$ cat config.mk
export PLATFORM = sky130hd
export DESIGN_NAME = tecr_front
export DESIGN_NICKNAME = d
export VERILOG_FILES = /design/src/hdl/tecr_pkg.sv /design/src/hdl/tecr_div.sv /design/src/hdl/tecr_front.sv
export SDC_FILE = /design/constraint.sdc
export NUM_CORES = 2
export LEC_CHECK = 0
export BUFFER_PORTS_ARGS = -buffer_cell sky130_fd_sc_hd__buf_2
export CAP_MARGIN = 25
export CELL_PAD_IN_SITES_DETAIL_PLACEMENT = 2
export CELL_PAD_IN_SITES_GLOBAL_PLACEMENT = 2
export CORE_MARGIN = 10
export CORE_UTILIZATION = 45
export DETAILED_ROUTE_END_ITERATION = 10
export PLACE_DENSITY = 0.81
export SLEW_MARGIN = 0
export SYNTH_ARGS = -nofsm -noshare
export SYNTH_HDL_FRONTEND = slang
export SYNTH_HIERARCHICAL = 1
export SYNTH_SLANG_ARGS = --single-unit
$ cat constraint.sdc
create_clock -name aclk -period 62.9 [get_ports aclk]
set_input_delay 6.29 -clock aclk [delete_from_list [all_inputs] [get_ports aclk]]
set_output_delay 6.29 -clock aclk [all_outputs]
set_load 0.005 [all_outputs]
$ cat src/hdl/tecr_pkg.sv
// shared types and constants of the terrain color ramp
// no dependencies; used by every module of the block

package tecr_pkg;

    localparam int POS_W  = 17;                 // position 0..65536
    localparam int D_W    = 17;                 // divisor 65536 - snow_line
    localparam int Q_W    = 17;                 // saturated quotient
    localparam int P1_W   = 32;                 // |temperature| * strength
    localparam int P2_W   = P1_W + POS_W;       // times (t - snow_line)
    localparam int DROP_W = 10;                 // the extra 1024 of the divisor
    localparam int M_W    = P2_W - DROP_W;      // dividend width

    localparam logic [POS_W-1:0] POS_ONE  = 17'h10000;
    localparam logic [POS_W-1:0] Q14_ONE  = 17'h04000;

    // register indexes on the configuration port
    localparam logic REG_SNOW_LINE = 1'b0;
    localparam logic REG_STRENGTH  = 1'b1;

    localparam logic [15:0] SNOW_LINE_RST = 16'd52429;
    localparam logic [15:0] STRENGTH_RST  = 16'd4096;

    typedef struct packed {
        logic             ocean;
        logic             snow_app;
        logic             neg;
        logic [POS_W-1:0] pos;
    } side_t;

    typedef struct packed {
        logic             ocean;
        logic [POS_W-1:0] pos;
    } qent_t;

    typedef struct packed {
        logic [7:0] r;
        logic [7:0] g;
        logic [7:0] b;
    } rgb_t;

    localparam rgb_t OCEAN_COLORS [3] = '{
        '{8'd140, 8'd210, 8'd230},
        '{8'd40,  8'd170, 8'd210},
        '{8'd10,  8'd25,  8'd80}
    };

    localparam rgb_t LAND_COLORS [5] = '{
        '{8'd34,  8'd139, 8'd34},
        '{8'd90,  8'd180, 8'd60},
        '{8'd160, 8'd140, 8'd80},
        '{8'd100, 8'd100, 8'd100},
        '{8'd255, 8'd255, 8'd255}
    };

endpackage

$ cat src/hdl/tecr_div.sv
// pipelined restoring divider, one quotient bit per stage, saturating
// depends on tecr_pkg

module tecr_div (
    input  logic                             aclk,
    input  logic                             aresetn,
    input  logic                             en,
    input  logic                             in_valid,
    input  logic [tecr_pkg::M_W-1:0]         in_m,
    input  logic [tecr_pkg::D_W-1:0]         d,
    input  tecr_pkg::side_t                  in_side,
    output logic                             out_valid,
    output logic [tecr_pkg::Q_W-1:0]         out_q,
    output logic                             out_sat,
    output tecr_pkg::side_t                  out_side
);

    localparam int STEPS = tecr_pkg::Q_W;
    localparam int HI_W  = tecr_pkg::M_W - tecr_pkg::Q_W;

    logic                         valid_reg [0:STEPS];
    logic                         sat_reg   [0:STEPS];
    tecr_pkg::side_t              side_reg  [0:STEPS];
    logic [tecr_pkg::Q_W-1:0]     q_reg     [0:STEPS];
    logic [tecr_pkg::D_W-1:0]     rem_reg   [0:STEPS-1];
    logic [tecr_pkg::Q_W-1:0]     low_reg   [0:STEPS-1];

    logic [HI_W-1:0] m_hi;

    assign m_hi = in_m[tecr_pkg::M_W-1:tecr_pkg::Q_W];

    // entry stage: quotient overflow check and initial remainder
    always_ff @(posedge aclk) begin
        if (!aresetn) begin
            valid_reg[0] <= 1'b0;
        end else if (en) begin
            valid_reg[0] <= in_valid;
        end
    end

    always_ff @(posedge aclk) begin
        if (en) begin
            sat_reg[0]  <= (m_hi >= HI_W'(d));
            rem_reg[0]  <= m_hi[tecr_pkg::D_W-1:0];
            low_reg[0]  <= in_m[tecr_pkg::Q_W-1:0];
            q_reg[0]    <= '0;
            side_reg[0] <= in_side;
        end
    end

    for (genvar k = 1; k <= STEPS; k++) begin : g_step
        logic [tecr_pkg::D_W:0]   trial;
        logic                     ge;
        logic [tecr_pkg::D_W:0]   diff;

        assign trial = {rem_reg[k-1], low_reg[k-1][tecr_pkg::Q_W-1]};
        assign diff  = trial - {1'b0, d};
        // trial stays below twice the divisor, so the top bit is the borrow
        assign ge    = !diff[tecr_pkg::D_W];

        always_ff @(posedge aclk) begin
            if (!aresetn) begin
                valid_reg[k] <= 1'b0;
            end else if (en) begin
                valid_reg[k] <= valid_reg[k-1];
            end
        end

        always_ff @(posedge aclk) begin
            if (en) begin
                sat_reg[k]  <= sat_reg[k-1];
                side_reg[k] <= side_reg[k-1];
                q_reg[k]    <= {q_reg[k-1][tecr_pkg::Q_W-2:0], ge};
            end
        end

        if (k < STEPS) begin : g_rem
            always_ff @(posedge aclk) begin
                if (en) begin
                    rem_reg[k] <= ge ? diff[tecr_pkg::D_W-1:0] : trial[tecr_pkg::D_W-1:0];
                    low_reg[k] <= {low_reg[k-1][tecr_pkg::Q_W-2:0], 1'b0};
                end
            end
        end
    end

    assign out_valid = valid_reg[STEPS];
    assign out_q     = q_reg[STEPS];
    assign out_sat   = sat_reg[STEPS];
    assign out_side  = side_reg[STEPS];

endmodule

$ cat src/hdl/tecr_front.sv
// front end: accepts samples, classifies land or ocean, applies the snow shift
// depends on tecr_pkg and tecr_div

module tecr_front (
    input  logic                  aclk,
    input  logic                  aresetn,
    input  logic                  s_valid,
    output logic                  s_ready,
    input  logic signed [15:0]    elevation,
    input  logic signed [15:0]    temperature,
    input  logic [15:0]           snow_line,
    input  logic [15:0]           snow_temp_strength,
    input  logic                  q_full,
    output logic                  out_valid,
    output tecr_pkg::qent_t       out_entry
);

    localparam int POS_W = tecr_pkg::POS_W;
    localparam int SUM_W = POS_W + 2;

    logic                    adv;
    logic signed [POS_W-1:0] elev_ext;
    logic [POS_W-1:0]        mag;
    logic [POS_W-1:0]        clip;
    logic [POS_W-1:0]        pos0;
    logic [POS_W-1:0]        snow_ext;
    logic [15:0]             abs_temp;
    logic [tecr_pkg::D_W-1:0] d;
    tecr_pkg::side_t         side0;

    logic                    v1_reg;
    tecr_pkg::side_t         side1_reg;
    logic [15:0]             abs_temp1_reg;
    logic [POS_W-1:0]        diff1_reg;

    logic                    v2_reg;
    tecr_pkg::side_t         side2_reg;
    logic [tecr_pkg::P1_W-1:0] p1_reg;
    logic [POS_W-1:0]        diff2_reg;

    logic                    v3_reg;
    tecr_pkg::side_t         side3_reg;
    logic [tecr_pkg::P2_W-1:0] p2_reg;

    logic                    dv;
    logic [tecr_pkg::Q_W-1:0] dq;
    logic                    dsat;
    tecr_pkg::side_t         dside;

    logic [tecr_pkg::Q_W-1:0] qv;
    logic signed [SUM_W-1:0] t_s;
    logic signed [SUM_W-1:0] q_s;
    logic signed [SUM_W-1:0] sum;
    logic [POS_W-1:0]        t_new;

    logic                    out_valid_reg;
    tecr_pkg::qent_t         entry_reg;
    tecr_pkg::qent_t         entry_next;

    // whole pipe holds when the last stage cannot hand over to the queue
    assign adv     = !out_valid_reg || !q_full;
    assign s_ready = adv;

    assign snow_ext = {1'b0, snow_line};
    assign d        = tecr_pkg::POS_ONE - snow_ext;

    always_comb begin
        elev_ext = POS_W'(elevation);
        mag      = elevation[15] ? POS_W'(-elev_ext) : POS_W'(elev_ext);
        clip     = (mag > tecr_pkg::Q14_ONE) ? tecr_pkg::Q14_ONE : mag;
        pos0     = elevation[15] ? clip : POS_W'({clip, 2'b00});
        abs_temp = temperature[15] ? 16'(-temperature) : 16'(temperature);
        side0.ocean    = elevation[15];
        side0.snow_app = !elevation[15] && (pos0 > snow_ext);
        side0.neg      = temperature[15];
        side0.pos      = pos0;
    end

    always_ff @(posedge aclk) begin
        if (!aresetn) begin
            v1_reg <= 1'b0;
            v2_reg <= 1'b0;
            v3_reg <= 1'b0;
        end else if (adv) begin
            v1_reg <= s_valid;
            v2_reg <= v1_reg;
            v3_reg <= v2_reg;
        end
    end

    always_ff @(posedge aclk) begin
        if (adv) begin
            side1_reg     <= side0;
            abs_temp1_reg <= abs_temp;
            diff1_reg     <= pos0 - snow_ext;
            side2_reg     <= side1_reg;
            p1_reg        <= abs_temp1_reg * snow_temp_strength;
            diff2_reg     <= diff1_reg;
            side3_reg     <= side2_reg;
            p2_reg        <= p1_reg * diff2_reg;
        end
    end

    tecr_div u_div (
        .aclk      (aclk),
        .aresetn   (aresetn),
        .en        (adv),
        .in_valid  (v3_reg),
        .in_m      (p2_reg[tecr_pkg::P2_W-1:tecr_pkg::DROP_W]),
        .d         (d),
        .in_side   (side3_reg),
        .out_valid (dv),
        .out_q     (dq),
        .out_sat   (dsat),
        .out_side  (dside)
    );

    // quotient is taken toward zero, so the sign only picks add or subtract
    always_comb begin
        qv    = dsat ? '1 : dq;
        t_s   = SUM_W'(dside.pos);
        q_s   = SUM_W'(qv);
        sum   = dside.neg ? (t_s + q_s) : (t_s - q_s);
        if (sum < 0) begin
            t_new = '0;
        end else if (sum > SUM_W'(tecr_pkg::POS_ONE)) begin
            t_new = tecr_pkg::POS_ONE;
        end else begin
            t_new = sum[POS_W-1:0];
        end
        entry_next.ocean = dside.ocean;
        entry_next.pos   = dside.snow_app ? t_new : dside.pos;
    end

    always_ff @(posedge aclk) begin
        if (!aresetn) begin
            out_valid_reg <= 1'b0;
        end else if (adv) begin
            out_valid_reg <= dv;
        end
    end

    always_ff @(posedge aclk) begin
        if (adv) begin
            entry_reg <= entry_next;
        end
    end

    assign out_valid = out_valid_reg;
    assign out_entry = entry_reg;

endmodule

==> results_dict.tcl <==
set metrics [dict create \
    outcome "finished, violations left" \
    violations "capacitance limit, slew limit" \
    yosys_warnings 6 \
    synthCells 7014 \
    relSlewSlack_pct -97.6 \
    fin_nets 8459 \
    synth_common_cells "1,189 x edfxtp_1, 902 x inv_1, 825 x nand2_1" \
    worstSetupStartpointType "input pin" \
    grt_max_degree 176 \
    cp_max_fo 34 \
    start_util_pct 45.2 \
    arrival_ns 15.92 \
    fin_crit_sh_pct 24.8 \
    period_needed_ns 15.61 \
    reg2reg_slack_ns 55.16 \
    synth_cell_types 94 \
    synth_flop_cell "edfxtp_1" \
    antenna_found_initial 53 \
    cts.htree.levels 4 \
    largest_register_ffs 360 \
    setup.worst_path.class "in -> reg" \
    cts_tree "built" \
    die_w_um 446 \
    clkSinkCount 1194 \
    rows 156 \
    wire_per_inst_um 37.7 \
    hold_class "reg -> reg" \
    setup_violations 0 \
    synth_most_common_cell "edfxtp_1" \
    post_cts_resize_count 0 \
    ant_nets 0 \
    fmax_mhz 64.0 \
    finalSetupTns_ns 0 \
    worst_setup_path_end_kind "register" \
    core_area_sq_um 181000 \
    netlist_area_sq_um 81600 \
    via_count 63600 \
    synth-async-reset-ratio_pct 0 \
    final_cell_area_sq_um 89800 \
    synth_fp_nets 8325 \
    grt_pass1_wl_um 503000 \
    first_pass_iters 8 \
    synth_edf_count 1189 \
    vias_per_cell 6.58 \
    dieArea_sq_um 199000 \
    wl_um 365000 \
    synth_area_leader_cell "edfxtp_1" \
    worstPathRequired_ns 63.21 \
    drt_iter0_drc 7851 \
    slew_violations 10 \
    reg2reg_from "p1_reg[15]$_DFFE_PP_" \
    syn_avg_cell_area_sq_um 11.6 \
    hold_start "u_div/q_reg[15][4]$_DFFE_PP_" \
    setup.worst_path.start "snow_line[4]" \
    synth_top_area_share_pct 43.8 \
    postCtsSetupRepairBufs 0 \
    place_area_sq_um 85000 \
    drive_gt1_share_pct 7.90 \
    clkTransAtPathRegs_ns 0.07 \
    track_usage_pct 34.4 \
    place_hpwl_um 215000 \
    rsz0062_at_grt "no" \
    fin_util_pct 49.7 \
    seq_area_frac_synth_pct 43.9 \
    hold_viol 0 \
    ioPinCount 88 \
    drc_errors 0 \
    finClkSkew_ns 0.0594 \
    place.port_buffers 87 \
    max_cap_viol_count 5 \
    syn2layout_area_growth_pct 10.1 \
    tightest_slew_ns 2.95 \
    gr-total-overflow 0 \
    cts_buffers 139 \
    cts-hold-fix-buffers 0 \
    gp_congestion 0.844 \
    synth_area_leaders "edfxtp_1 44%, fa_1 16%, ha_1 8.9%" \
    fillers 17700 \
    synth-seq-cells 1194 \
    die_h_um 446 \
    grt_pass1_vias 70000 \
    max-clock-path-buffers 3 \
    cts_root_buf "clkbuf_16" \
    clkLatencyLatePin_ns 0.85 \
]
==> worst max-delay path: stages <==
cell      delay (ns)
buf_2           0.16
nor3_1          0.47
nand3_1         0.28
nor3_1          0.52
nand3_1         0.31
nor3_1          0.33
xnor2_1         0.15
inv_1           0.59
buf_4           0.67
ha_1            0.46
a21o_1          0.24
a21o_1          0.18
a21o_1          0.21
a211oi_1        2.27
o311ai_4        0.48
buf_4           0.44
o31ai_1         1.81
==> cells by family (layout without fill, tap and decap cells) <==
logic type / Yosys count / count (layout) / share of synthesized area [%]
other: 0 / 47 / 0
buffers and inverters: 1097 / 1339 / 5.13
adder cells (fa/ha/maj): 1243 / 1243 / 25.1
multiplexers: 153 / 153 / 2.10
AO/OA/AOI/OAI: 1207 / 1207 / 9.76
XOR/XNOR: 310 / 310 / 3.37
AND/OR/NAND/NOR: 1810 / 1810 / 10.6
flip-flops: 1194 / 1194 / 43.9
==> worst paths after layout <==
kind              cells past startpoint                        endpoint
setup / recovery                     17  u_div/rem_reg[0][84]$_DFFE_PP_
hold reg to reg                       0    u_div/q_reg[16][5]$_DFFE_PP_
setup reg to reg                     21            p2_reg[43]$_DFFE_PP_
hold / removal                        0    u_div/q_reg[16][5]$_DFFE_PP_
==> area by class of cell <==
| cell class | count | area [sq um] | share of cell area [%] |
|---|---|---|---|
| inverters | 903 | 3390 | 3.78 |
| flip-flops and latches | 1194 | 35800 | 39.9 |
| clock buffers | 175 | 3660 | 4.07 |
| clock inverters | 74 | 662 | 0.737 |
| diodes | 47 | 118 | 0.131 |
| repair buffers | 187 | 1460 | 1.62 |
| well taps | 2370 | 2970 | 3.30 |
| multi-input cells | 4723 | 41700 | 46.5 |
==> metrics by stage <==
step	instances	setup slack [ns]	hold slack, ns
after global routing	9637	47.58	0.386
after CTS	9606	49.65	0.376
after detailed placement	9357	49.65	0.405
final	9673	47.29	0.383
after floorplan	7014	25.79	0.400
after global placement	9352	49.66	0.400
==> layer usage <==
layer	vias to the layer above	GRT usage [%]	routed length, um
met5	-	0.192	472
met4	40	27.6	37600
met3	2065	8.94	32100
met2	4650	58.7	177000
met1	32400	35.8	118000
li1	24400	-	-
==> placed cells by master, fill, tap and decap left out, types with 17 or more instances in the layout <==
master / instances
nand4_1: 34
a2111oi_0: 20
a211oi_1: 28
edfxtp_1: 1189
nand3_1: 59
a21oi_1: 237
o31ai_1: 59
or2_2: 26
o21bai_1: 27
nor2_1: 241
a21boi_0: 35
xnor2_1: 200
diode_2: 47
nand2b_1: 52
and3_1: 39
clkbuf_1: 34
o211ai_1: 28
fa_1: 660
o2111ai_1: 17
clkinv_2: 18
nor2b_1: 76
mux2i_1: 27
inv_1: 902
a31oi_1: 25
o31a_1: 29
o22ai_1: 24
o21a_1: 103
and2_1: 299
clkinv_1: 33
clkbuf_16: 141
xor2_1: 104
mux2_2: 115
nor3_1: 75
o21ai_0: 302
nand2_1: 824
buf_2: 89
buf_4: 76
ha_1: 582
a21o_1: 167
Power is left out: the tool's default activity adds up to more than one toggle a clock period on the data nets, which glitch-free logic cannot reach.
