==> src/hdl/tecr_pkg.sv <==
// shared types and constants of the terrain color ramp
// no dependencies; used by every module of the block

package tecr_pkg;

    localparam int POS_W  = 17;                 // position 0..65536
    localparam int D_W    = 17;                 // divisor 65536 - snow_line
    localparam int Q_W    = 17;                 // saturated quotient
    localparam int P1_W   = 32;                 // |temperature| * strength
    localparam int P2_W   = P1_W + POS_W;       // times (t - snow_line)
    localparam int DROP_W = 10;                 // the extra 1024 of the divisor
    localparam int M_W    = P2_W - DROP_W;      // dividend width

    localparam logic [POS_W-1:0] POS_ONE  = 17'h10000;
    localparam logic [POS_W-1:0] Q14_ONE  = 17'h04000;

    // register indexes on the configuration port
    localparam logic REG_SNOW_LINE = 1'b0;
    localparam logic REG_STRENGTH  = 1'b1;

    localparam logic [15:0] SNOW_LINE_RST = 16'd52429;
    localparam logic [15:0] STRENGTH_RST  = 16'd4096;

    typedef struct packed {
        logic             ocean;
        logic             snow_app;
        logic             neg;
        logic [POS_W-1:0] pos;
    } side_t;

    typedef struct packed {
        logic             ocean;
        logic [POS_W-1:0] pos;
    } qent_t;

    typedef struct packed {
        logic [7:0] r;
        logic [7:0] g;
        logic [7:0] b;
    } rgb_t;

    localparam rgb_t OCEAN_COLORS [3] = '{
        '{8'd140, 8'd210, 8'd230},
        '{8'd40,  8'd170, 8'd210},
        '{8'd10,  8'd25,  8'd80}
    };

    localparam rgb_t LAND_COLORS [5] = '{
        '{8'd34,  8'd139, 8'd34},
        '{8'd90,  8'd180, 8'd60},
        '{8'd160, 8'd140, 8'd80},
        '{8'd100, 8'd100, 8'd100},
        '{8'd255, 8'd255, 8'd255}
    };

endpackage

==> src/hdl/tecr_fifo.sv <==
// small queue of gradient positions between the front and back ends
// depends on tecr_pkg

module tecr_fifo #(
    parameter int DEPTH = 4
) (
    input  logic             aclk,
    input  logic             aresetn,
    input  logic             push,
    input  tecr_pkg::qent_t  din,
    input  logic             pop,
    output tecr_pkg::qent_t  dout,
    output logic             full,
    output logic             empty
);

    localparam int PTR_W = (DEPTH > 1) ? $clog2(DEPTH) : 1;
    localparam int CNT_W = $clog2(DEPTH + 1);

    tecr_pkg::qent_t   slot_reg [DEPTH];
    logic [PTR_W-1:0]  wr_ptr_reg;
    logic [PTR_W-1:0]  rd_ptr_reg;
    logic [CNT_W-1:0]  count_reg;
    logic [PTR_W-1:0]  wr_ptr_next;
    logic [PTR_W-1:0]  rd_ptr_next;
    logic [CNT_W-1:0]  count_next;
    logic              do_push;
    logic              do_pop;

    assign full    = (count_reg == CNT_W'(DEPTH));
    assign empty   = (count_reg == '0);
    assign do_push = push && !full;
    assign do_pop  = pop && !empty;
    assign dout    = slot_reg[rd_ptr_reg];

    always_comb begin
        wr_ptr_next = wr_ptr_reg;
        rd_ptr_next = rd_ptr_reg;
        count_next  = count_reg;
        if (do_push) begin
            wr_ptr_next = (wr_ptr_reg == PTR_W'(DEPTH - 1)) ? '0 : wr_ptr_reg + 1'b1;
        end
        if (do_pop) begin
            rd_ptr_next = (rd_ptr_reg == PTR_W'(DEPTH - 1)) ? '0 : rd_ptr_reg + 1'b1;
        end
        if (do_push && !do_pop) begin
            count_next = count_reg + 1'b1;
        end else if (do_pop && !do_push) begin
            count_next = count_reg - 1'b1;
        end
    end

    always_ff @(posedge aclk) begin
        if (!aresetn) begin
            wr_ptr_reg <= '0;
            rd_ptr_reg <= '0;
            count_reg  <= '0;
        end else begin
            wr_ptr_reg <= wr_ptr_next;
            rd_ptr_reg <= rd_ptr_next;
            count_reg  <= count_next;
        end
    end

    always_ff @(posedge aclk) begin
        if (do_push) begin
            slot_reg[wr_ptr_reg] <= din;
        end
    end

endmodule

==> config.mk <==
export PLATFORM = sky130hd
export DESIGN_NAME = tecr_fifo
export DESIGN_NICKNAME = d
export VERILOG_FILES = /design/src/hdl/tecr_pkg.sv /design/src/hdl/tecr_fifo.sv
export SDC_FILE = /design/constraint.sdc
export NUM_CORES = 1
export LEC_CHECK = 0
export BUFFER_PORTS_ARGS = -buffer_cell sky130_fd_sc_hd__buf_2
export CAP_MARGIN = 20
export CORE_MARGIN = 2
export CORE_UTILIZATION = 60
export DETAILED_ROUTE_END_ITERATION = 10
export PLACE_DENSITY = 0.83
export RECOVER_POWER = 100
export SKIP_CTS_REPAIR_TIMING = 1
export SYNTH_ARGS = -nofsm -noshare
export SYNTH_HDL_FRONTEND = slang
export SYNTH_SLANG_ARGS = --single-unit
export TNS_END_PERCENT = 50
==> constraint.sdc <==
create_clock -name aclk -period 6.1 [get_ports aclk]
set_clock_uncertainty 0.15 [all_clocks]
set_input_delay 1.525 -clock aclk [delete_from_list [all_inputs] [get_ports aclk]]
set_output_delay 1.525 -clock aclk [all_outputs]
set_load 0.02 [all_outputs]
==> flow_summary.json, run 1 <==
{
  "syn_area_mm2": 0.00312,
  "numCtsBuffers": 9,
  "path_class": "flop to output port",
  "rsz0062_at_grt": "no",
  "slew_headroom": 0.0718,
  "clk_pin_slew_ns": 0.07,
  "outcome": "completed",
  "cts_sinks": 81,
  "syn_area_per_cell_um2": 21.5,
  "yosysSeqAreaShare": 0.751,
  "grt_overflow": 0,
  "busiest_layer": "met2",
  "grt_usage": 0.182,
  "path_buf_inv": 2,
  "slowest_stage": "clkbuf_1",
  "multi_input_area_um2": 711,
  "final_cell_count_no_fill": 267,
  "drive_gt1_frac": 0.142,
  "synth_top_area_cell": "edfxtp_1",
  "gp_congestion": 0.686,
  "clk_path_buf_depth": 2,
  "root_buffer": "clkbuf_8",
  "core_mm2": 0.00507,
  "regArea_mm2": 0.00234,
  "cts_tree": "yes",
  "ant_nets": 0,
  "mostFrequentLayoutCells": "edfxtp_1 (72), clkbuf_1 (39), mux4_2 (10), dfxtp_1 (9), clkbuf_8 (9)",
  "largest_register_ffs": 72,
  "antenna_found_initial": 0,
  "min_path_type": "flop to flop",
  "drv_slew": 0,
  "required_ns": 4.43,
  "diodes": 0,
  "setup_viol": 0,
  "grt_pass1_vias": 1541,
  "cp_common_cell": "clkbuf_1",
  "worstSkewPairLatency_ns": 0.34,
  "ir_worst_vdd_mv": 0.205,
  "yosys-top-cells-area": "edfxtp_1 (69%), mux4_2 (7.2%), mux4_1 (6.7%), dfxtp_1 (5.8%), ha_1 (2.4%)",
  "grt_max_degree": 19,
  "io-pin-count": 42,
  "tightest_slew_ns": 1.39,
  "drc": 0,
  "startpoint_type": "flop",
  "hpwl_um": 3100,
  "end_kind": "output port",
  "floorplan.initialDensity": 0.615,
  "portBuffers": 41,
  "rows": 26,
  "critPathMaxFanout": 12,
  "die_area_mm2": 0.00579,
  "grt_pass1_wl_um": 7690,
  "ys_warn_count": 0,
  "crit_chain": "clkbuf_1, mux4_1, clkbuf_1",
  "finalCritPeriodShare": 0.680,
  "htreeDepth": 3,
  "synthArstFlopShare": 0,
  "met1_usage": 0.218,
  "viasPerCell": 5.54,
  "synth_cell_types": 25,
  "final_util": 0.684,
  "yosys.area.top_type_share": 0.693,
  "critPathTopFamily": "buffers and inverters",
  "grtUsageMet3": 0.0604,
  "layout_commonest_cell": "edfxtp_1",
  "dp.cells": 250,
  "nNetsFinal": 221,
  "areaGrowthSynthToFinish_pct": 11.3,
  "p_leak_nw": 1.14,
  "min_period_ns": 4.15,
  "synth_edf_count": 72,
  "clock.fmax_mhz": 241,
  "first_pass_iters": 4,
  "ys_ff_latch": 81,
  "arrival_ns": 2.47,
  "finalSetupTns_ns": 0,
  "synthFlopType": "edfxtp_1",
  "holdWs_ns": 0.373,
  "gr-usage-met2": 0.302,
  "routed_wl_um": 5040,
  "synthesis.nets": 174,
  "max_stage_delay_ns": 0.76,
  "drt-initial-drc-count": 130,
  "post_drt_wl_per_cell_um": 18.9,
  "hold_viol": 0,
  "die_h_um": 76.1,
  "max-cap-violations": 0,
  "syn_inst": 145,
  "nFillCells": 364,
  "die_x_um": 76.1,
  "num_vias": 1478,
  "p_per_area_mw_per_mm2": 398
}
==> final timing paths <==
kind,from,end,slack (ns),cells past startpoint
worst max-delay path,flop,dout[10],1.95,3
worst min-delay path,wr_ptr_reg[1],wr_ptr_reg[1],0.37,2
worst max register to register,count_reg[0],slot_reg[3][6],3.45,3
worst min register to register,wr_ptr_reg[1],wr_ptr_reg[1],0.37,2
==> routing by layer <==
layer	vias up	part of all wire
li1	680	-
met1	752	0.39
met2	35	0.55
met3	11	0.041
met4	0	0.017
met5	-	0
==> per-stage QoR <==
stage | power (mW) | cell area [um^2] | setup slack (ns)
after floorplan | 1.00 | 3120 | 2.93
after global placement | 1.08 | 3360 | 2.54
after detailed placement | 1.10 | 3360 | 2.46
after CTS | 1.41 | 3520 | 2.11
after global routing | 1.45 | 3470 | 1.77
final | 1.38 | 3470 | 1.95
==> layout make-up <==
| cell class | instances | share of cell area |
|---|---|---|
| clock buffer | 11 | 0.0379 |
| clock inverter | 5 | 0.00685 |
| inverter | 3 | 0.00324 |
| multi-input combinational | 55 | 0.205 |
| sequential | 81 | 0.675 |
| tap | 70 | 0.0252 |
| timing repair buffer | 42 | 0.0472 |
==> power by group <==
part / total, mW / switching, mW / internal (mW)
Combinational: 0.346 / 0.204 / 0.142
Sequential: 0.723 / 0.0434 / 0.680
Clock: 0.313 / 0.170 / 0.144
==> cells by family (layout without fill, tap and decap cells) <==
group | after synthesis | in the layout | share of synthesized area
compound gates | 5 | 5 | 0.00963
xor+xnor | 2 | 2 | 0.00562
fa+ha+maj | 7 | 7 | 0.0305
buf+inv | 9 | 61 | 0.0197
flops | 81 | 81 | 0.751
mux | 21 | 21 | 0.149
simple gates | 20 | 20 | 0.0345
==> worst register-to-register path: stages, from the launching register on <==
cell and delay, ns:
dfxtp_1 0.44, nor3b_1 0.10, nor2b_1 0.42, and2_0 1.13
==> cells in the mapped netlist, types with 2 or more instances <==
cell type,number
edfxtp_1,72
buf_2,3
nand2_1,6
mux4_2,10
mux4_1,8
dfxtp_1,9
mux2i_1,3
and2_1,5
nand3_1,2
nor2b_1,2
inv_1,3
o21ai_0,3
nor2_1,2
ha_1,6
No activity file was read; power rests on OpenSTA's default activity.
==> run 2, diff against run 1 <==
--- a/config.mk
+++ b/config.mk
@@ -8,9 +8,9 @@
 export BUFFER_PORTS_ARGS = -buffer_cell sky130_fd_sc_hd__buf_2
 export CAP_MARGIN = 20
 export CORE_MARGIN = 2
-export CORE_UTILIZATION = 60
+export CORE_UTILIZATION = 51
 export DETAILED_ROUTE_END_ITERATION = 10
-export PLACE_DENSITY = 0.83
+export PLACE_DENSITY = 0.75
 export RECOVER_POWER = 100
 export SKIP_CTS_REPAIR_TIMING = 1
 export SYNTH_ARGS = -nofsm -noshare
==> constraint.sdc (replaced) <==
create_clock -name aclk -period 3.8 [get_ports aclk]
set_clock_uncertainty 0.15 [all_clocks]
set_input_delay 0.95 -clock aclk [delete_from_list [all_inputs] [get_ports aclk]]
set_output_delay 0.95 -clock aclk [all_outputs]
set_load 0.02 [all_outputs]
==> run 2 against run 1 <==
Effect of this change:
- combinational power up 60%
- worst hold slack lost 0.0020 ns
- non-clock buffer count increased by 4
- count of clock-buffer cells in the layout is 2 lower
- via count rose by 0.47%
- wire length shrank 4.2%
- flip-flop and latch count stayed put
- largest cell class unchanged
- largest power group unchanged
==> flow_summary.json, run 2 (synthesis results as in run 1) <==
{
  "tightest_slew_ns": 1.16,
  "grt_max_degree": 19,
  "diodes": 0,
  "drc": 0,
  "power_mw": 2.45,
  "grt_overflow": 0,
  "pwr-share-clk": 0.298,
  "viasPerCell": 5.38,
  "outcome": "completed",
  "cts_sinks": 81,
  "hpwl_um": 3200,
  "power.switching_mw": 0.691,
  "core_mm2": 0.00592,
  "slowest_stage": "dfxtp_1",
  "dp.cells": 260,
  "mostFrequentLayoutCells": "edfxtp_1 (72), clkbuf_1 (40), mux4_2 (10), dfxtp_1 (9), clkbuf_8 (9)",
  "numCtsBuffers": 9,
  "min_path_type": "flop to flop",
  "r2r_setup_slack_ns": 1.23,
  "die_x_um": 82.2,
  "final_area_mm2": 0.00358,
  "ir_worst_vdd_mv": 0.399,
  "routed_wl_um": 4830,
  "areaGrowthSynthToFinish_pct": 14.8,
  "hold_viol": 0,
  "end_kind": "output port",
  "num_vias": 1485,
  "sw_frac_of_total": 0.282,
  "path_class": "flop to output port",
  "floorplan.initialDensity": 0.527,
  "drive_gt1_frac": 0.154,
  "p_leak_nw": 1.18,
  "required_ns": 2.70,
  "ant_nets": 0,
  "grt_pass1_wl_um": 7460,
  "layout_commonest_cell": "edfxtp_1",
  "final_cell_count_no_fill": 276,
  "clk_path_buf_depth": 2,
  "portBuffers": 41,
  "clk_pin_slew_ns": 0.08,
  "p_int_mw": 1.76,
  "finalCritPeriodShare": 0.866,
  "die_h_um": 82.2,
  "drv_slew": 0,
  "arrival_ns": 2.19,
  "grt_pass1_vias": 1567,
  "slew_headroom": 0.229,
  "finalSetupTns_ns": 0,
  "crit_chain": "clkbuf_2, mux4_2, clkbuf_1",
  "cts_tree": "yes",
  "antenna_found_initial": 0,
  "startpoint_type": "flop",
  "htreeDepth": 3,
  "gp_congestion": 0.616,
  "critPathMaxFanout": 10,
  "comb_power_share": 0.226,
  "nNetsFinal": 225,
  "post_drt_wl_per_cell_um": 17.5,
  "worstSkewPairLatency_ns": 0.33,
  "rows": 28,
  "largest_register_ffs": 72,
  "io-pin-count": 42,
  "setup_viol": 0,
  "rsz0062_at_grt": "no",
  "min_period_ns": 3.29,
  "holdWs_ns": 0.371,
  "first_pass_iters": 4,
  "p_seq_frac": 0.476,
  "p_per_area_mw_per_mm2": 684,
  "die_area_mm2": 0.00676,
  "root_buffer": "clkbuf_8",
  "nFillCells": 441,
  "clock.fmax_mhz": 304,
  "max_stage_delay_ns": 0.66,
  "placed_area_mm2": 0.00341,
  "drt-initial-drc-count": 92,
  "max-cap-violations": 0,
  "grt_usage": 0.156
}
-- run 2: final cells by class --
| type | instances | area (um^2) | share of cell area |
|---|---|---|---|
| Timing Repair Buffer | 46 | 180 | 0.0503 |
| Clock buffer | 9 | 124 | 0.0346 |
| Inverter | 3 | 11.3 | 0.00314 |
| Sequential cell | 81 | 2340 | 0.654 |
| Clock inverter | 7 | 119 | 0.0332 |
| Multi-Input combinational cell | 55 | 711 | 0.198 |
| Tap cell | 75 | 93.8 | 0.0262 |
-- run 2: worst paths after layout --
check | endpoint | cells past startpoint | start
setup reg to reg | count_reg[2] | 7 | count_reg[0]
hold reg to reg | wr_ptr_reg[1] | 2 | wr_ptr_reg[1]
hold / removal | wr_ptr_reg[1] | 2 | wr_ptr_reg[1]
setup / recovery | dout[3] | 3 | flop
-- run 2: critical path: cells and delay by family (launching register included) --
kind,cells,cell delay (ns)
muxes,1,0.58
buffers and inverters,2,0.62
DFF,1,0.66
-- run 2: per-layer routing --
layer	vias to the layer above	routed length, um	GRT usage
met5	-	0	0
met4	0	60	0.0733
met3	6	198	0.0402
met2	29	2580	0.267
met1	759	1990	0.184
li1	691	-	-
-- run 2: per-stage QoR --
| stage | worst slack, ns | util |
|---|---|---|
| global route | 0.361 | 0.605 |
| CTS | 0.601 | 0.616 |
| floorplan | 1.20 | - |
| finish | 0.508 | 0.605 |
| detailed placement | 0.772 | 0.575 |
| global placement | 0.936 | 0.575 |
-- run 2: power by group through the flow --
stage               clock network (mW)  logic [mW]  registers, mW
detailed placement                   0       0.595           1.19
CTS                              0.743       0.599           1.17
global route                     0.780       0.604           1.18
finish                           0.730       0.555           1.16
floorplan                            0       0.471           1.14
global placement                     0       0.573           1.17
==> run 3, diff against run 2 <==
--- a/config.mk
+++ b/config.mk
@@ -8,9 +8,10 @@
 export BUFFER_PORTS_ARGS = -buffer_cell sky130_fd_sc_hd__buf_2
 export CAP_MARGIN = 20
 export CORE_MARGIN = 2
-export CORE_UTILIZATION = 51
+export CORE_UTILIZATION = 56
 export DETAILED_ROUTE_END_ITERATION = 10
-export PLACE_DENSITY = 0.75
+export GPL_ROUTABILITY_DRIVEN = 0
+export PLACE_DENSITY = 0.78
 export RECOVER_POWER = 100
 export SKIP_CTS_REPAIR_TIMING = 1
 export SYNTH_ARGS = -nofsm -noshare
==> constraint.sdc (replaced) <==
create_clock -name aclk -period 3.6 [get_ports aclk]
set_clock_uncertainty 0.15 [all_clocks]
set_input_delay 0.9 -clock aclk [delete_from_list [all_inputs] [get_ports aclk]]
set_output_delay 0.9 -clock aclk [all_outputs]
set_load 0.02 [all_outputs]
==> run 3 against run 2 <==
Effect of this change:
- via count is 0.67% lower
- utilization is 5.1 points higher
- sequential share of layout area is 0.21 points higher
- combinational power is 9.0% higher
- first-iteration DRC count is 24% higher
- global-route usage is 2.8 points higher
- worst hold slack worse by 0.0018 ns
- worst setup slack better by 0.21 ns
- critical path depth is 1 lower
- wire length is 6.9% higher
- critical endpoint is now dout[11]
- largest power group unchanged
==> flow_summary.json, run 3 (synthesis results as in run 1) <==
{
  "path_class": "flop to output port",
  "numCtsBuffers": 9,
  "clock.fmax_mhz": 347,
  "routed_wl_um": 5160,
  "startpoint_type": "flop",
  "pwr-share-clk": 0.295,
  "finalSetupTns_ns": 0,
  "drt-initial-drc-count": 114,
  "floorplan.initialDensity": 0.573,
  "grt_pass1_vias": 1536,
  "nFillCells": 390,
  "grt_overflow": 0,
  "antenna_found_initial": 0,
  "drv_slew": 0,
  "cts_sinks": 81,
  "io-pin-count": 42,
  "cts_tree": "yes",
  "required_ns": 2.55,
  "clk_pin_slew_ns": 0.07,
  "mostFrequentLayoutCells": "edfxtp_1 (72), clkbuf_1 (44), mux4_2 (10), dfxtp_1 (9), clkbuf_8 (9)",
  "hold_viol": 0,
  "drc": 0,
  "layout_commonest_cell": "edfxtp_1",
  "hold_end": "wr_ptr_reg[1]",
  "hpwl_um": 3530,
  "p_int_mw": 1.86,
  "arrival_ns": 1.83,
  "tightest_slew_ns": 1.15,
  "sw_frac_of_total": 0.281,
  "r2r_setup_slack_ns": 0.92,
  "viasPerCell": 5.40,
  "comb_power_share": 0.234,
  "p_leak_nw": 1.17,
  "core_mm2": 0.00544,
  "rr_startpoint": "count_reg[0]",
  "die_x_um": 78.6,
  "final_cell_count_no_fill": 273,
  "die_h_um": 78.6,
  "p_per_area_mw_per_mm2": 723,
  "diodes": 0,
  "ir_worst_vdd_mv": 0.358,
  "first_pass_iters": 4,
  "end_kind": "output port",
  "min_path_cells": 2,
  "max-cap-violations": 0,
  "drive_gt1_frac": 0.139,
  "final_util": 0.656,
  "nNetsFinal": 225,
  "grt_usage": 0.184,
  "areaGrowthSynthToFinish_pct": 14.4,
  "slew_headroom": 0.234,
  "ant_nets": 0,
  "p_seq_frac": 0.471,
  "dp.cells": 257,
  "fin_ws_ns": 0.717,
  "finalCritPeriodShare": 0.801,
  "htreeDepth": 3,
  "min_period_ns": 2.88,
  "num_vias": 1475,
  "worstSkewPairLatency_ns": 0.34,
  "min-delay-start": "wr_ptr_reg[1]",
  "clk_path_buf_depth": 2,
  "grt_max_degree": 19,
  "setup_viol": 0,
  "dpl_worst_slack_ns": 0.621,
  "post_drt_wl_per_cell_um": 18.9,
  "rsz0062_at_grt": "no",
  "die_area_mm2": 0.00618,
  "outcome": "completed",
  "min_path_type": "flop to flop",
  "critPathMaxFanout": 18,
  "power.switching_mw": 0.725,
  "rows": 27,
  "portBuffers": 41,
  "grt_pass1_wl_um": 7910,
  "reg2reg_depth": 4,
  "r2r_end": "slot_reg[0][13]",
  "largest_register_ffs": 72,
  "root_buffer": "clkbuf_8"
}
## run 3: cell count changes in the layout (fill, tap and decap cells not counted)
cell        change
clkinvlp_4      -1
buf_2           -2
clkbuf_2        -1
clkinv_1        -1
buf_4           +1
clkinv_4        -1
clkbuf_1        +4
clkinv_2        +1
## run 3: metrics by stage
stage	area, um^2	hold WS, ns	power, mW
after CTS	3640	0.369	2.64
after global placement	3400	0.328	1.85
final	3570	0.369	2.58
after global routing	3570	0.393	2.70
after floorplan	3120	0.318	1.70
after detailed placement	3400	0.360	1.88
## run 3: routing by layer
| metal | up-vias | share of wire | global-route usage |
|---|---|---|---|
| met3 | 4 | 0.054 | 0.0586 |
| li1 | 686 | - | - |
| met5 | - | 0 | 0 |
| met2 | 51 | 0.55 | 0.323 |
| met4 | 0 | 0.0052 | 0.0684 |
| met1 | 734 | 0.39 | 0.211 |
## run 3: power by group through the flow
stage / clock network (mW) / logic [mW] / registers (mW)
final: 0.762 / 0.605 / 1.22
after global routing: 0.814 / 0.662 / 1.23
after CTS: 0.776 / 0.650 / 1.22
after detailed placement: 0 / 0.647 / 1.24
after global placement: 0 / 0.628 / 1.22
after floorplan: 0 / 0.497 / 1.20
## run 3: how the worst max path moves through the flow
stage	end	slack, ns
detailed placement	count_reg[2]	0.62
floorplan	count_reg[2]	1.05
finish	dout[11]	0.72
global route	dout[9]	0.60
CTS	dout[9]	0.70
global placement	count_reg[2]	0.78
## run 3: final cells by class
cell class	count	area, um^2	area share
Sequential cell	81	2340	0.656
Multi-Input combinational cell	55	711	0.199
Timing Repair Buffer	46	180	0.0505
Clock buffer	11	131	0.0368
Clock inverter	5	104	0.0291
Tap cell	72	90.1	0.0252
Inverter	3	11.3	0.00315
## run 3: worst max-delay path: stages, from the launching register on
cell and delay, ns:
dfxtp_1 0.87, mux4_1 0.43, clkbuf_1 0.20
