$ cat src/hdl/tecr_pkg.sv
// shared types and constants of the terrain color ramp
// no dependencies; used by every module of the block

package tecr_pkg;

    localparam int POS_W  = 17;                 // position 0..65536
    localparam int D_W    = 17;                 // divisor 65536 - snow_line
    localparam int Q_W    = 17;                 // saturated quotient
    localparam int P1_W   = 32;                 // |temperature| * strength
    localparam int P2_W   = P1_W + POS_W;       // times (t - snow_line)
    localparam int DROP_W = 10;                 // the extra 1024 of the divisor
    localparam int M_W    = P2_W - DROP_W;      // dividend width

    localparam logic [POS_W-1:0] POS_ONE  = 17'h10000;
    localparam logic [POS_W-1:0] Q14_ONE  = 17'h04000;

    // register indexes on the configuration port
    localparam logic REG_SNOW_LINE = 1'b0;
    localparam logic REG_STRENGTH  = 1'b1;

    localparam logic [15:0] SNOW_LINE_RST = 16'd52429;
    localparam logic [15:0] STRENGTH_RST  = 16'd4096;

    typedef struct packed {
        logic             ocean;
        logic             snow_app;
        logic             neg;
        logic [POS_W-1:0] pos;
    } side_t;

    typedef struct packed {
        logic             ocean;
        logic [POS_W-1:0] pos;
    } qent_t;

    typedef struct packed {
        logic [7:0] r;
        logic [7:0] g;
        logic [7:0] b;
    } rgb_t;

    localparam rgb_t OCEAN_COLORS [3] = '{
        '{8'd140, 8'd210, 8'd230},
        '{8'd40,  8'd170, 8'd210},
        '{8'd10,  8'd25,  8'd80}
    };

    localparam rgb_t LAND_COLORS [5] = '{
        '{8'd34,  8'd139, 8'd34},
        '{8'd90,  8'd180, 8'd60},
        '{8'd160, 8'd140, 8'd80},
        '{8'd100, 8'd100, 8'd100},
        '{8'd255, 8'd255, 8'd255}
    };

endpackage

$ cat src/hdl/tecr_back.sv
// back end: samples the ocean or land gradient and holds the output color
// depends on tecr_pkg

module tecr_back (
    input  logic             aclk,
    input  logic             aresetn,
    input  logic             in_valid,
    input  tecr_pkg::qent_t  in_entry,
    output logic             pop,
    output logic             m_valid,
    input  logic             m_ready,
    output tecr_pkg::rgb_t   m_color
);

    localparam int POS_W = tecr_pkg::POS_W;

    logic [POS_W-1:0]  pos;
    logic [POS_W-1:0]  u;
    logic [POS_W-1:0]  tm1;
    logic [1:0]        seg;
    logic [POS_W-1:0]  frac;
    logic              wide;
    tecr_pkg::rgb_t    col_a;
    tecr_pkg::rgb_t    col_b;
    tecr_pkg::rgb_t    color;

    logic              m_valid_reg;
    logic              m_valid_next;
    tecr_pkg::rgb_t    color_reg;

    // a + floor((b - a) * frac / span), span 2^14 or 2^16
    function automatic logic [7:0] lerp(input logic [7:0] a, input logic [7:0] b,
                                        input logic [POS_W-1:0] f, input logic w);
        logic signed [8:0]  dlt;
        logic signed [26:0] prod;
        logic signed [26:0] sh;
        logic signed [26:0] total;
        dlt   = $signed({1'b0, b}) - $signed({1'b0, a});
        prod  = dlt * $signed({1'b0, f});
        sh    = w ? (prod >>> 16) : (prod >>> 14);
        total = sh + $signed({19'd0, a});
        return total[7:0];
    endfunction

    always_comb begin
        pos   = in_entry.pos;
        u     = POS_W'({pos, 2'b00}) + pos;
        tm1   = pos - 1'b1;
        seg   = tm1[15:14];
        frac  = '0;
        wide  = 1'b0;
        col_a = tecr_pkg::OCEAN_COLORS[0];
        col_b = tecr_pkg::OCEAN_COLORS[0];
        if (in_entry.ocean) begin
            if (u == '0) begin
                col_a = tecr_pkg::OCEAN_COLORS[0];
                col_b = tecr_pkg::OCEAN_COLORS[0];
            end else if (u <= tecr_pkg::Q14_ONE) begin
                col_a = tecr_pkg::OCEAN_COLORS[0];
                col_b = tecr_pkg::OCEAN_COLORS[1];
                frac  = u;
            end else if (pos >= tecr_pkg::Q14_ONE) begin
                col_a = tecr_pkg::OCEAN_COLORS[2];
                col_b = tecr_pkg::OCEAN_COLORS[2];
            end else begin
                col_a = tecr_pkg::OCEAN_COLORS[1];
                col_b = tecr_pkg::OCEAN_COLORS[2];
                frac  = u - tecr_pkg::Q14_ONE;
                wide  = 1'b1;
            end
        end else begin
            if (pos == '0) begin
                col_a = tecr_pkg::LAND_COLORS[0];
                col_b = tecr_pkg::LAND_COLORS[0];
            end else if (pos >= tecr_pkg::POS_ONE) begin
                col_a = tecr_pkg::LAND_COLORS[4];
                col_b = tecr_pkg::LAND_COLORS[4];
            end else begin
                col_a = tecr_pkg::LAND_COLORS[seg];
                col_b = tecr_pkg::LAND_COLORS[{1'b0, seg} + 3'd1];
                frac  = pos - POS_W'({seg, 14'd0});
            end
        end
        color.r = lerp(col_a.r, col_b.r, frac, wide);
        color.g = lerp(col_a.g, col_b.g, frac, wide);
        color.b = lerp(col_a.b, col_b.b, frac, wide);
    end

    assign pop = in_valid && (!m_valid_reg || m_ready);

    always_comb begin
        m_valid_next = m_valid_reg;
        if (pop) begin
            m_valid_next = 1'b1;
        end else if (m_ready) begin
            m_valid_next = 1'b0;
        end
    end

    always_ff @(posedge aclk) begin
        if (!aresetn) begin
            m_valid_reg <= 1'b0;
        end else begin
            m_valid_reg <= m_valid_next;
        end
    end

    always_ff @(posedge aclk) begin
        if (pop) begin
            color_reg <= color;
        end
    end

    assign m_valid = m_valid_reg;
    assign m_color = color_reg;

endmodule

$ cat config.mk
export PLATFORM = sky130hd
export DESIGN_NAME = tecr_back
export DESIGN_NICKNAME = d
export VERILOG_FILES = /design/src/hdl/tecr_pkg.sv /design/src/hdl/tecr_back.sv
export SDC_FILE = /design/constraint.sdc
export NUM_CORES = 1
export LEC_CHECK = 0
export BUFFER_PORTS_ARGS = -buffer_cell sky130_fd_sc_hd__buf_4
export CAP_MARGIN = 20
export CORE_ASPECT_RATIO = 1.75
export CORE_UTILIZATION = 36
export DETAILED_ROUTE_END_ITERATION = 8
export GPL_TIMING_DRIVEN = 0
export PLACE_DENSITY = 0.49
export SYNTH_ARGS = -nofsm -noshare
export SYNTH_HDL_FRONTEND = slang
export SYNTH_SLANG_ARGS = --single-unit
$ cat constraint.sdc
create_clock -name aclk -period 13.3 [get_ports aclk]
set_input_delay 1.33 -clock aclk [delete_from_list [all_inputs] [get_ports aclk]]
set_output_delay 1.33 -clock aclk [all_outputs]
set_load 0.1 [all_outputs]
==> metrics.txt, run 1 <==
status=finished, final reports clean; Hold Path End=m_valid$_SDFFE_PN0P_; Post-Synth Simple-Gate Area=a little under a fifth; Synth Area per Inst=roughly 8.5 µm²; Critical Path End Type=register; RSZ-0062 raised after global routing=yes; Yosys cell types=just over 80; final WL=58100 µm; Placer Congestion=slightly above 1; fillers=5012; Post-synth EDFFs=24; initial drt markers=between 800 and 900; Synth Area in XOR/XNOR=between 4 and 5%; Synth Register Bits=25; final hold vios=0; hold_sp=m_valid$_SDFFE_PN0P_; Vias/cell=5.24; fin util=between 40% and 50%; CP Class=input pin to register; max incr delay on CP=510 ps; ys async rst share=0%; CTS hold repair buffers=0; row cnt=approximately 110; CTS Root Cell=clkbuf_16; number of buffers created by CTS=3; worst min path class=register to register; vias in the first global route=between 15000 and 20000; pin slew with the least headroom to its limit=around 1300 ps; mux cell area share after synthesis=less than 1%; # setup viols final=0; r2r endpoint=m_color[14]$_DFFE_PP_; IO buf count=45; Slew headroom=about 16%; gr usage total=around a quarter; Die Wd=about 170 µm; HPWL after DPL=50200 µm; drt first pass iters=5; Clock Skews=roughly 2.2 ps; synth warn=0; fmax=approximately 0.078 GHz; post-route clock period utilization=roughly 96%; syn nets=between 2000 and 3000; slowest CP cell=fa_1; maximum capacitance violations=0; Remaining DRCs=0; register area share after synthesis=roughly 4.2%; die height=294 µm; clk buf depth=2; worst r2r path cells=3; hold path cells=2; CTS tree=done; Wirelength per Cell=~21 µm; Nets=between 2000 and 3000; die area=just under 50000 µm²; # IOs=48; initial antenna violation count=0; max reg flops=24; Register Area=~740 µm²; layout cells sized above 1=between 10% and 20%; CTS H-Tree Depth=1; Pins Over Slew Limit=0; clock sinks=25; Worst EP arrival=around 13000 ps; Main synth FF type=edfxtp_1; clock latency on the worst-skew pair=290 ps; startpoint types=input pin; Routed Antenna Nets=0; multi-input logic area=about 16000 µm²; area grow syn2layout=10.7%; vias=about 15000; Synth Area in Compound Gates=11.4%; Remaining Overflow, GRT=0; largest family of logic cells by synthesized area=adder cells; Cell Area, Synth=approximately 18000 µm²; Starting Density=between 30% and 40%; first-pass GRT wire length=roughly 89000 µm; CP Data Required Time=approximately 13000 ps; Max Fanout on Critical Path=10; pin count of the biggest net entering global routing=18; Post-Synthesis Cells=around 2100; antenna cells=0; clock slew at the register clock pins of the worst setup and hold paths=roughly 70 ps; fin crit period=roughly 13000 ps; Core Footprint=roughly 48000 µm²; Adder-Cell Fraction of Synth Area=between 50% and 60%; reg-to-reg slack, setup=between 10000 and 15000 ps; Reg2Reg Launch Point=m_valid$_SDFFE_PN0P_
==> layer usage <==
metal / track usage (%) / wire length (µm) / vias to the layer above
met5: 0 / 0 / -
met2: 48.0 / 32500 / 365
li1: - / - / 6669
met4: 13.5 / 3760 / 0
met1: 25.0 / 20200 / 7372
met3: 0.820 / 1720 / 118
==> Yosys cell counts (5+ instances only) <==
cell type,number,area (µm²)
inv_1,327,1230
fa_1,322,6450
nor2_1,285,1070
ha_1,219,2740
nand2_1,161,604
nand2b_1,94,588
a21oi_1,83,415
clkbuf_1,73,274
xnor2_1,65,569
o21ai_0,50,250
nor2b_1,31,194
a21o_1,30,225
edfxtp_1,24,721
nor3_1,22,110
or2_2,22,138
xor2_1,20,175
a22oi_1,16,120
o21bai_1,15,113
and2_1,13,81.3
nand3_1,13,65.1
o21a_1,11,82.6
a22o_1,9,78.8
a211o_1,8,70.1
a211oi_1,8,60.1
a21boi_0,8,60.1
nand4_1,8,50.1
nor4_1,7,43.8
a21oi_2,6,52.6
o21ai_1,6,30.0
and3_1,5,31.3
buf_2,5,25.0
mux2i_1,5,50.1
o211ai_1,5,37.5
==> worst max-delay path by stage <==
stage | from | endpoint | slack, ps
final | in_entry[2] | m_color[7]$_DFFE_PP_ | 480
after global routing | in_entry[2] | m_color[15]$_DFFE_PP_ | -70
after CTS | in_entry[2] | m_color[15]$_DFFE_PP_ | 1
after detailed placement | in_entry[2] | m_color[15]$_DFFE_PP_ | -2300
after global placement | in_entry[0] | m_color[15]$_DFFE_PP_ | -2830
after floorplan | in_entry[0] | m_color[15]$_DFFE_PP_ | 1060
==> layout by cell type (no fill, tap or decap), drive strengths merged, types with 15 or more instances in the layout <==
master,count
inv,325
clkbuf,73
nor2,285
xnor2,65
o21ai,60
ha,219
or2,25
nor2b,31
a22oi,16
nand2,162
nor3,22
o21bai,15
a21o,32
edfxtp,24
fa,322
xor2,20
a21oi,89
nand2b,94
buf,87
==> cell type report <==
class | count | share of cell area (%)
Sequential cell | 25 | 3.81
Buffer | 85 | 2.07
Inverter | 327 | 6.35
Clock buffer | 4 | 0.406
Multi-Input combinational cell | 1614 | 80.4
Timing Repair Buffer | 71 | 2.79
Tap cell | 648 | 4.17
==> worst max-delay path: cells and delay by family <==
family,cells,cell delay (ps)
xor+xnor,3,460
fa+ha+maj,11,3940
simple gates,9,1870
buf+inv,9,870
compound gates,25,4330
==> kinds of logic after synthesis <==
kind of cell    count (synthesis)
compound gates                293
xor+xnor                       86
fa+ha+maj                     541
buf+inv                       415
flops                          25
mux                             6
simple gates                  688
==> stage by stage <==
stage	area (µm²)	worst slack (ps)	TNS, ps	hold slack [ps]	instances
floorplan	17600	1060	0	1110	2054
global placement	18700	-2830	-24010	611	2747
detailed placement	18700	-2300	-17820	653	2751
CTS	19000	0.989	0	663	2762
global route	19400	-66.0	-126	695	2774
finish	19400	483	0	659	2774
==> repair_timing <==
| item | CTS | global route |
|---|---|---|
| resized for setup | 43 | 84 |
| cloned | 0 | 0 |
| setup buffers | 7 | 14 |
| endpoints found under the setup margin | 16 | 11 |
| pin swaps | 4 | 20 |
Power of run 1 is left out: the tool's default activity adds up to more than one toggle a clock period on the data nets, which glitch-free logic cannot reach.
==> run 2, diff against run 1 <==
--- a/config.mk
+++ b/config.mk
@@ -7,11 +7,14 @@
 export LEC_CHECK = 0
 export BUFFER_PORTS_ARGS = -buffer_cell sky130_fd_sc_hd__buf_4
 export CAP_MARGIN = 20
+export CELL_PAD_IN_SITES_DETAIL_PLACEMENT = 1
+export CELL_PAD_IN_SITES_GLOBAL_PLACEMENT = 1
 export CORE_ASPECT_RATIO = 1.75
 export CORE_UTILIZATION = 36
 export DETAILED_ROUTE_END_ITERATION = 8
 export GPL_TIMING_DRIVEN = 0
-export PLACE_DENSITY = 0.49
+export PLACE_DENSITY = 0.63
+export SETUP_SLACK_MARGIN = 0.1
 export SYNTH_ARGS = -nofsm -noshare
 export SYNTH_HDL_FRONTEND = slang
 export SYNTH_SLANG_ARGS = --single-unit
==> constraint.sdc (replaced) <==
create_clock -name aclk -period 11.3 [get_ports aclk]
set_input_delay 1.13 -clock aclk [delete_from_list [all_inputs] [get_ports aclk]]
set_output_delay 1.13 -clock aclk [all_outputs]
set_load 0.1 [all_outputs]
==> run 2 against run 1 <==
Against the previous run: the run now ends with max-slew violations, negative setup slack left; global-route usage up 3.9 points; sequential cell count unchanged; routed wire length is 17% higher; first-iteration DRC count fell by 19%; via count is 7.0% higher; highest routed layer unchanged.
==> metrics.txt, run 2 (synthesis gave the netlist of run 1 again) <==
status=finished with violations; failing checks=max-slew violations, negative setup slack; die height=294 µm; most frequent cells in the layout=fa_1, inv_1, nor2_1, ha_1, buf_4; Vias/cell=5.33; Reg2Reg Launch Point=m_valid$_SDFFE_PN0P_; startpoint types=input pin; maximum capacitance violations=0; Die Wd=around 170 µm; final instance area=between 20000 and 25000 µm²; Critical Path End Type=register; clk buf depth=2; pin count of the biggest net entering global routing=18; Core Footprint=around 48000 µm²; Wirelength per Cell=between 20 and 25 µm; CP Class=input pin to register; most frequent CP cell=buf_4; final WL=approximately 68000 µm; clock sinks=25; first-pass GRT wire length=roughly 100000 µm; fillers=5689; max incr delay on CP=approximately 360 ps; Routed Antenna Nets=0; # IOs=between 40 and 50; CTS Root Cell=clkbuf_16; Placer Congestion=a little over 1; Slew headroom=-3.81%; initial antenna violation count=0; RSZ-0062 raised after global routing=yes; number of buffers created by CTS=3; CTS H-Tree Depth=1; Clock Skews=around 7.6 ps; row cnt=about 110; layout cells sized above 1=around a quarter; gr usage total=~28%; area grow syn2layout=23.3%; Max Fanout on Critical Path=8; r2r endpoint=m_color[12]$_DFFE_PP_; Starting Density=approximately 37%; die area=roughly 50000 µm²; clock slew at the register clock pins of the worst setup and hold paths=70 ps; worst min path class=register to register; max reg flops=24; setup TNS=-5180 ps; fin crit period=about 12000 ps; most common cell after layout, fill and taps aside=fa_1; vias=~16000; pin slew with the least headroom to its limit=approximately 1600 ps; final hold vios=0; Post-Place Cells=around 2800; Nets=around 2800; Pins Over Slew Limit=9; drt first pass iters=5; IO buf count=between 40 and 50; worst setup margin=-936 ps; worst r2r path cells=3; slowest CP cell=fa_2; hold_sp=m_valid$_SDFFE_PN0P_; Remaining Overflow, GRT=0; Remaining DRCs=0; HPWL after DPL=approximately 54000 µm; CTS tree=done; post-route clock period utilization=108%; reg-to-reg slack, setup=a little under 10000 ps; vias in the first global route=between 15000 and 20000; # setup viols final=14; initial drt markers=696; hold path cells=2; Worst EP arrival=between 10000 and 15000 ps; Hold Path End=m_valid$_SDFFE_PN0P_; fmax=approximately 0.08 GHz; Non-Filler Instances=between 2000 and 3000; DP Area=around 19000 µm²; CP Data Required Time=~11000 ps; clock latency on the worst-skew pair=290 ps
run 2: cell types whose count changed in the layout (fill, tap and decap cells not counted), moves of 11 or more:
cell | previous run | this run
clkbuf_1 | 61 | 42
inv_2 | 0 | 22
a21oi_1 | 69 | 46
buf_6 | 4 | 17
nand2_1 | 158 | 147
xnor2_1 | 54 | 40
buf_4 | 72 | 192
o21ai_0 | 41 | 30
inv_1 | 325 | 303
a21oi_2 | 18 | 37
ha_4 | 2 | 13
clkbuf_2 | 7 | 20
ha_1 | 215 | 200
run 2: per-stage QoR:
| step | setup slack [ps] | util, % | hold slack (ps) |
|---|---|---|---|
| after detailed placement | -3120 | 39.4 | 659 |
| after global placement | -4120 | 39.3 | 609 |
| after CTS | -630 | 43.9 | 670 |
| after floorplan | 66.7 | - | 1110 |
| after global routing | -1170 | 45.1 | 678 |
| final | -936 | 45.1 | 670 |
run 2: critical path: cells and delay by family:
family	cells	cell delay (ps)
buffers and inverters	49	5840
AO/OA/AOI/OAI	15	2510
AND/OR/NAND/NOR	7	1350
adder cells (fa/ha/maj)	4	870
XOR/XNOR	2	520
run 2: cell type report:
| type | count | area (µm²) | area share [%] |
|---|---|---|---|
| Antenna cell | 1 | 2.50 | 0.0116 |
| Timing Repair Buffer | 212 | 1720 | 7.96 |
| Inverter | 327 | 1240 | 5.72 |
| Clock buffer | 4 | 78.8 | 0.364 |
| Multi-Input combinational cell | 1614 | 16500 | 76.4 |
| Buffer | 88 | 523 | 2.42 |
| Sequential cell | 25 | 741 | 3.42 |
| Tap cell | 648 | 811 | 3.75 |
run 2: worst max-delay path by stage:
stage                           start                     to  slack (ps)  depth (start not counted)
after floorplan           in_entry[0]  m_color[15]$_DFFE_PP_          70                         57
after global placement    in_entry[0]  m_color[15]$_DFFE_PP_       -4120                         50
after detailed placement  in_entry[2]  m_color[15]$_DFFE_PP_       -3120                         51
after CTS                 in_entry[2]  m_color[15]$_DFFE_PP_        -630                         58
after global routing      in_entry[2]  m_color[15]$_DFFE_PP_       -1170                         77
final                     in_entry[2]  m_color[15]$_DFFE_PP_        -940                         77
run 2: repair_timing:
| action | 4_1_cts | 5_1_grt |
|---|---|---|
| setup endpoints to repair | 24 | 21 |
| resized for setup | 249 | 93 |
| hold buffers | 0 | 0 |
| pin swaps | 94 | 55 |
| setup buffers | 135 | 38 |
| hold endpoints to repair | 0 | 0 |
run 2: routing by layer:
metal,vias to the layer above,wire (µm),track usage [%]
met2,370,37400,54.4
li1,6949,-,-
met1,8031,23200,27.8
met3,194,1400,1.02
met5,-,0,0
met4,0,5880,21.8
Power of run 2 is left out for the same reason.
==> run 3, diff against run 2 <==
--- a/config.mk
+++ b/config.mk
@@ -13,8 +13,11 @@
 export CORE_UTILIZATION = 36
 export DETAILED_ROUTE_END_ITERATION = 8
 export GPL_TIMING_DRIVEN = 0
+export MAX_ROUTING_LAYER = met4
 export PLACE_DENSITY = 0.63
 export SETUP_SLACK_MARGIN = 0.1
+export SLEW_MARGIN = 10
 export SYNTH_ARGS = -nofsm -noshare
 export SYNTH_HDL_FRONTEND = slang
 export SYNTH_SLANG_ARGS = --single-unit
+export TNS_END_PERCENT = 1
==> run 3 against run 2 <==
Against the previous run: the run ends with negative setup slack left; non-clock buffer count shrank 95; utilization shrank 2.7 points; routed wire length shrank 6.2%; final cell count shrank 3.3%; largest cell class unchanged; highest routed layer unchanged.
==> metrics.txt, run 3 (synthesis gave the netlist of run 1 again) <==
fin crit period=between 10000 and 15000 ps; CTS tree=done; worst min path class=register to register; Core Footprint=approximately 48000 µm²; clock slew at the register clock pins of the worst setup and hold paths=about 70 ps; area grow syn2layout=15.8%; initial drt markers=approximately 600; Routed Antenna Nets=0; Placer Congestion=approximately 1.0; Post-Place Cells=~2700; HPWL after DPL=about 54000 µm; Pins Over Slew Limit=0; row cnt=approximately 110; fillers=between 5000 and 6000; Worst EP arrival=around 12000 ps; Starting Density=between 30% and 40%; # IOs=between 40 and 50; startpoint types=input pin; CTS Root Cell=clkbuf_16; fmax=between 0.08 and 0.09 GHz; Hold WS=704 ps; failing checks=negative setup slack; most common cell after layout, fill and taps aside=fa_1; max reg flops=24; RSZ-0062 raised after global routing=yes; buffer and inverter count on the worst path=10; Remaining DRCs=0; slowest CP cell=fa_1; Critical Path End Type=register; fin util=42.3%; Nets=around 2700; Vias/cell=between 5 and 6; vias=14900; IO buf count=45; initial antenna violation count=0; die height=between 200 and 300 µm; worst setup margin=-869 ps; vias in the first global route=around 17000; final hold vios=0; CTS hold repair buffers=0; status=finished with violations; Wirelength per Cell=22.5 µm; pin count of the biggest net entering global routing=26; antenna cells=0; pre-CTS WS=-3110 ps; most frequent cells in the layout=fa_1, inv_1, nor2_1, ha_1, nand2_1; Die Wd=about 170 µm; number of buffers created by CTS=3; Max Fanout on Critical Path=8; Non-Filler Instances=~2800; clock sinks=25; post-route clock period utilization=108%; Remaining Overflow, GRT=0; CP Data Required Time=11340 ps; pin slew with the least headroom to its limit=between 1000 and 1500 ps; maximum capacitance violations=0; first-pass GRT wire length=around 100000 µm; gr usage total=~27%; drt first pass iters=7; clock latency on the worst-skew pair=just under 300 ps; CP Class=input pin to register; clk buf depth=2; final WL=roughly 64000 µm; # setup viols final=21; largest delay contributor family on the critical path=adder cells; max incr delay on CP=about 620 ps; die area=between 40000 and 50000 µm²; CTS H-Tree Depth=1; Clock Skews=roughly 2.0 ps; Slew headroom=27.8%; layout cells sized above 1=between 15 and 20%
==> run 3: cell count changes in the layout (fill, tap and decap cells not counted), moves of 12 or more <==
cell and delta:
buf_6 -15, a21oi_1 +13, inv_1 +13, inv_2 -12
buf_4 -75
==> run 3: what timing repair did <==
item,in CTS,in global routing
cloned,1,0
setup endpoints to repair,24,23
buffers inserted,58,12
pin swaps,68,38
resized for setup,148,44
==> run 3: metal layers <==
layer  share of wire [%]  track usage (%)  wire (µm)
met5                   0                -          0
met4                 7.5             17.4       4750
met3                 2.0            0.888       1290
met2                  55             51.9      35200
met1                  35             27.4      22400
==> run 3: final cells by class <==
| cell class | instances | area [µm²] | share of cell area (%) |
|---|---|---|---|
| multi-input cells | 1615 | 16100 | 79.0 |
| inverters | 327 | 1230 | 6.07 |
| repair buffers | 117 | 915 | 4.50 |
| plain buffers | 88 | 490 | 2.41 |
| well taps | 648 | 811 | 3.99 |
| flip-flops and latches | 25 | 741 | 3.64 |
| clock buffers | 4 | 78.8 | 0.388 |
==> run 3: worst paths after layout <==
kind                   startpoint               endpoint  slack [ps]  depth (start not counted)
max reg2reg  m_valid$_SDFFE_PN0P_  m_color[13]$_DFFE_PP_        9800                          2
min          m_valid$_SDFFE_PN0P_   m_valid$_SDFFE_PN0P_         700                          2
max                   in_entry[2]  m_color[23]$_DFFE_PP_        -870                         53
min reg2reg  m_valid$_SDFFE_PN0P_   m_valid$_SDFFE_PN0P_         700                          2
==> run 3: through the flow <==
stage,TNS (ps),cell area (µm²)
floorplan,0,17700
global placement,-50200,18900
detailed placement,-40660,18900
CTS,-4870,20100
global route,-15350,20300
finish,-8200,20300
==> run 3: worst min-delay path: stages (launching register included) <==
cell	delay, ps
dfxtp_1	320
nor2b_1	160
o21a_1	180
Power of run 3 is left out for the same reason.
